`src/rtl/emavg_pkg.sv`:
```
package emavg_pkg;

    localparam int SAMPLE_W   = 24;
    localparam int USED_W     = 7;
    localparam int LEN_W      = 13;
    localparam int CFG_IDX_W  = 4;
    localparam int CFG_DATA_W = 13;

    localparam logic [CFG_IDX_W-1:0] REG_WINDOW_SIZE  = CFG_IDX_W'(0);
    localparam logic [CFG_IDX_W-1:0] REG_EPOCH_LENGTH = CFG_IDX_W'(1);

    localparam logic [USED_W-1:0] WINDOW_RESET = USED_W'(1);
    localparam int                LENGTH_RESET = 4096;

    typedef enum logic [1:0] {
        ST_IDLE,
        ST_UPDATE,
        ST_DIV
    } state_t;

    typedef struct packed {
        logic capture;
        logic update;
        logic load_out;
    } cmd_t;

    typedef struct packed {
        logic div_done;
    } status_t;

endpackage

```
`src/rtl/emavg_ctrl.sv`:
```
module emavg_ctrl (
    input  logic                 clk,
    input  logic                 rst_n,
    input  logic                 in_valid,
    output logic                 in_ready,
    output logic                 out_valid,
    input  logic                 out_ready,
    input  emavg_pkg::status_t   status,
    output emavg_pkg::cmd_t      cmd
);

    emavg_pkg::state_t state_reg;
    emavg_pkg::state_t state_next;
    logic              out_valid_reg;
    logic              out_valid_next;

    always_ff @(posedge clk or negedge rst_n)
    begin
        if (!rst_n)
        begin
            state_reg     <= emavg_pkg::ST_IDLE;
            out_valid_reg <= 1'b0;
        end
        else
        begin
            state_reg     <= state_next;
            out_valid_reg <= out_valid_next;
        end
    end

    always_comb
    begin
        state_next     = state_reg;
        cmd            = '0;
        in_ready       = 1'b0;
        out_valid_next = out_valid_reg && !out_ready;
        case (state_reg)
            emavg_pkg::ST_IDLE:
            begin
                in_ready = 1'b1;
                if (in_valid)
                begin
                    cmd.capture = 1'b1;
                    state_next  = emavg_pkg::ST_UPDATE;
                end
            end
            emavg_pkg::ST_UPDATE:
            begin
                cmd.update = 1'b1;
                state_next = emavg_pkg::ST_DIV;
            end
            emavg_pkg::ST_DIV:
            begin
                // hold the quotient until the output register frees up
                if (status.div_done && (!out_valid_reg || out_ready))
                begin
                    cmd.load_out   = 1'b1;
                    out_valid_next = 1'b1;
                    state_next     = emavg_pkg::ST_IDLE;
                end
            end
            default:
            begin
                state_next = emavg_pkg::ST_IDLE;
            end
        endcase
    end

    assign out_valid = out_valid_reg;

endmodule

```
`config.mk`:
```
export PLATFORM = sky130hd
export DESIGN_NAME = emavg_ctrl
export DESIGN_NICKNAME = d
export VERILOG_FILES = /design/src/rtl/emavg_pkg.sv /design/src/rtl/emavg_ctrl.sv
export SDC_FILE = /design/constraint.sdc
export NUM_CORES = 1
export LEC_CHECK = 0
export ABC_AREA = 1
export BUFFER_PORTS_ARGS = -buffer_cell sky130_fd_sc_hd__buf_2
export CAP_MARGIN = 20
export CORE_AREA = 2 2 39 41
export CTS_BUF_LIST = sky130_fd_sc_hd__clkbuf_4 sky130_fd_sc_hd__clkbuf_8 sky130_fd_sc_hd__clkbuf_16
export CTS_CLUSTER_SIZE = 30
export DETAILED_ROUTE_END_ITERATION = 12
export DIE_AREA = 0 0 41 43
export PLACE_DENSITY = 0.34
export SYNTH_ARGS = -nofsm -noshare
export SYNTH_HDL_FRONTEND = slang
export SYNTH_SLANG_ARGS = --single-unit
```
`constraint.sdc`:
```
create_clock -name clk -period 1.2 [get_ports clk]
set_input_delay 0.06 -clock clk [delete_from_list [all_inputs] [get_ports clk]]
set_output_delay 0.06 -clock clk [all_outputs]
set_load 0.05 [all_outputs]
```
==> summary.txt <==
Status
  – Status: completed

Logic synthesis
  – Prevailing post-synth register cell: dfrtp_1
  – Ys async rst share: 1.00
  – Yosys cell types: 7
  – Post-synth net total: 27
  – Syn Std Cell Area: 156 um2
  – Synth top cells by count: nand2_1, inv_1, dfrtp_1
  – Post-synthesis register bit count: 3
  – Area leader, netlist: dfrtp_1
  – Count leader, synth: nand2_1
  – Mapped Cells: 22
  – Synthesis warning total: 0
  – Synth area leaders: dfrtp_1, nand2_1, inv_1
  – Post-synth EDFFs: 0
  – Average instance area after synthesis: 7.11 um2
  – Yosys top cell area share: 0.480
  – Seq/Total Area, Yosys: 0.480

Placement
  – DP HPWL: 259 um
  – GP Congestion: 0.630
  – IO Port Bufs: 9
  – Post-Place Cells: 47

Pwr
  – Register share of total power: 0.185
  – Combinational share of power: 0.590
  – Final Total Pwr: 0.898 mW
  – Pint: 0.452 mW
  – Clock Power Share: 0.224
  – Switching portion of total power: 0.497
  – Power Dens Cells: 3040 mW/mm2
  – NetSw: 0.447 mW
  – Leak: 0.175 nW
  – Maximum vdd drop: 1140 uV

Finish
  – Area of the multi-input gates: 62.6 um2
  – Area growth, synth to finish: 88.8%
  – Non-Filler Instances: 53
  – Nets: 43
  – Max FFs per register: 2
  – Ant diodes: 0
  – Register area: 75.1 um2
  – Share of cells above drive strength 1: 0.514
  – Number of fillers in the final layout: 160

Critical path
  – Critical path, cell by cell: nor2_4 -> inv_2 -> nor2_4 -> buf_8
  – Worst path most repeated cell: nor2_4
  – CP startpoint: state_reg[0]
  – Crit path capture type: output port
  – Worst-path fanout max: 3
  – Crit start category: register
  – Setup CP Type: reg2out
  – R2R Setup Slk: 0.38 ns
  – Slowest-stage cell, CP: dfrtp_1
  – Worst R2R Start: state_reg[1]
  – Worst Path Buf+Inv: 2
  – Arrival time of the worst setup path: 1.08 ns
  – Required @ worst endpoint: 1.14 ns
  – Family with the most delay on the worst path: flip-flops
  – Reg2Reg Depth: 5
  – R2r endpoint: out_valid
  – Slowest cell delay on critical path: 0.41 ns

CTS
  – H-tree Lvls: 1
  – Clock Latency Late Sink: 0.23 ns
  – Worst-path clk slew: 0.04 ns
  – CTS tree: done
  – TritonCTS Buffers: 3
  – CTS sink count: 3
  – Max clock buf depth: 2
  – Clock Tree Root: clkbuf_4

Run
  – Maxcap violations: 0

Timing
  – Post-layout min period: 1.14 ns
  – Slew headroom: 0.835
  – Pins Over Slew Limit: 0
  – Fmax: 879 MHz
  – Tcrit/Tclk final: 0.948
  – Final Skew: 0.000150 ns
  – Slew @ Worst Pin: 0.249 ns
  – Final hold vios: 0
  – Final setup fails: 0

Detailed routing
  – Violation count after the first detailed-route iteration: 5
  – Vias/cell: 3.34
  – First-pass DRT Iterations: 2
  – Antenna viol nets, final: 0
  – WL final: 378 um
  – DR DRC count: 0
  – Via count: 177
  – DR WL/cell: 7.13 um

Die
  – Core area: 0.00138 mm2
  – Initial Utilization: 0.113
  – Die Span Y: 43 um
  – Rows: 14
  – Die X: 41 um
  – IO Pins: 10
  – Die area: 0.00176 mm2

Global routing
  – Initial antenna violation count: 0
  – First-pass GRT wire length: 558 um
  – GRT Overall Usage: 0.0583
  – Largest net degree at the start of global routing: 4
  – Grt ovf: 0
  – Vias in the first global route: 130

Worst hold path
  – Hold crit path type: in2reg
  – Worst Hold Endpoint: out_valid
  – Hold_sp: status
  – Worst hold path depth: 3
## power groups by stage
stage / clock (mW) / sequential [mW] / combinational (mW)
2_1_floorplan: 0 / 0.210 / 0.327
3_3_place_gp: 0 / 0.168 / 0.458
3_5_place_dp: 0 / 0.167 / 0.457
4_1_cts: 0.208 / 0.166 / 0.467
5_1_grt: 0.224 / 0.169 / 0.570
6_report: 0.201 / 0.166 / 0.530
## placed cells by master (no fill, tap or decap)
| master | n |
|---|---|
| buf_2 | 6 |
| dlygate4sd3_1 | 1 |
| inv_1 | 5 |
| buf_6 | 1 |
| buf_8 | 1 |
| nand2_1 | 8 |
| nor2_4 | 2 |
| buf_4 | 2 |
| nor2_1 | 1 |
| inv_2 | 2 |
| dfrtp_1 | 3 |
| nor2_2 | 1 |
| clkbuf_4 | 4 |
## timing repair
item                       in CTS  in global routing
pin swaps                       0                  1
resized for setup               1                  7
setup endpoints to repair       1                  3
buffers inserted                0                  1
hold buffers                    1                  0
hold endpoints to repair        3                  0
## cells by family after synthesis
| kind of cell | Yosys count | share of synthesized area |
|---|---|---|
| AND/OR/NAND/NOR | 12 | 0.352 |
| buffers and inverters | 7 | 0.168 |
| flip-flops | 3 | 0.480 |
## cell type report
type / count / area share
clock buffers: 4 / 0.102
inverters: 7 / 0.0890
multi-input cells: 12 / 0.212
flip-flops and latches: 3 / 0.254
well taps: 16 / 0.0678
repair buffers: 11 / 0.275
## metal layers
metal / vias up / track usage / wire (um) / part of all wire
li1: 88 / - / - / -
met1: 72 / 0.0548 / 161 / 0.43
met2: 13 / 0.0500 / 128 / 0.34
met3: 4 / 0.0838 / 72 / 0.19
met4: 0 / 0.0600 / 16 / 0.042
met5: - / 0 / 0 / 0
## through the flow
stage               TNS (ns)   util  hold WS (ns)  cell area, um2  worst slack (ns)
floorplan                  0      -        -0.236             164            0.0709
global placement           0  0.165        -0.139             229             0.210
detailed placement         0  0.165        -0.137             229             0.209
CTS                        0  0.196        0.0444             272          0.000647
global route        -0.00910  0.213        0.0568             295          -0.00910
finish                     0  0.213        0.0411             295            0.0622
## worst min-delay path, stage by stage
cell     delay (ns)
buf_2          0.09
nand2_1        0.05
nand2_1        0.05
## worst max path at each step
stage,endpoint,slack (ns),cells after the start
after floorplan,cmd[0],0.07,3
after global placement,cmd[0],0.21,4
after detailed placement,cmd[0],0.21,4
after CTS,cmd[2],0.0006,4
after global routing,cmd[2],-0.009,4
final,cmd[0],0.06,4
No activity file was read; power rests on OpenSTA's default activity.
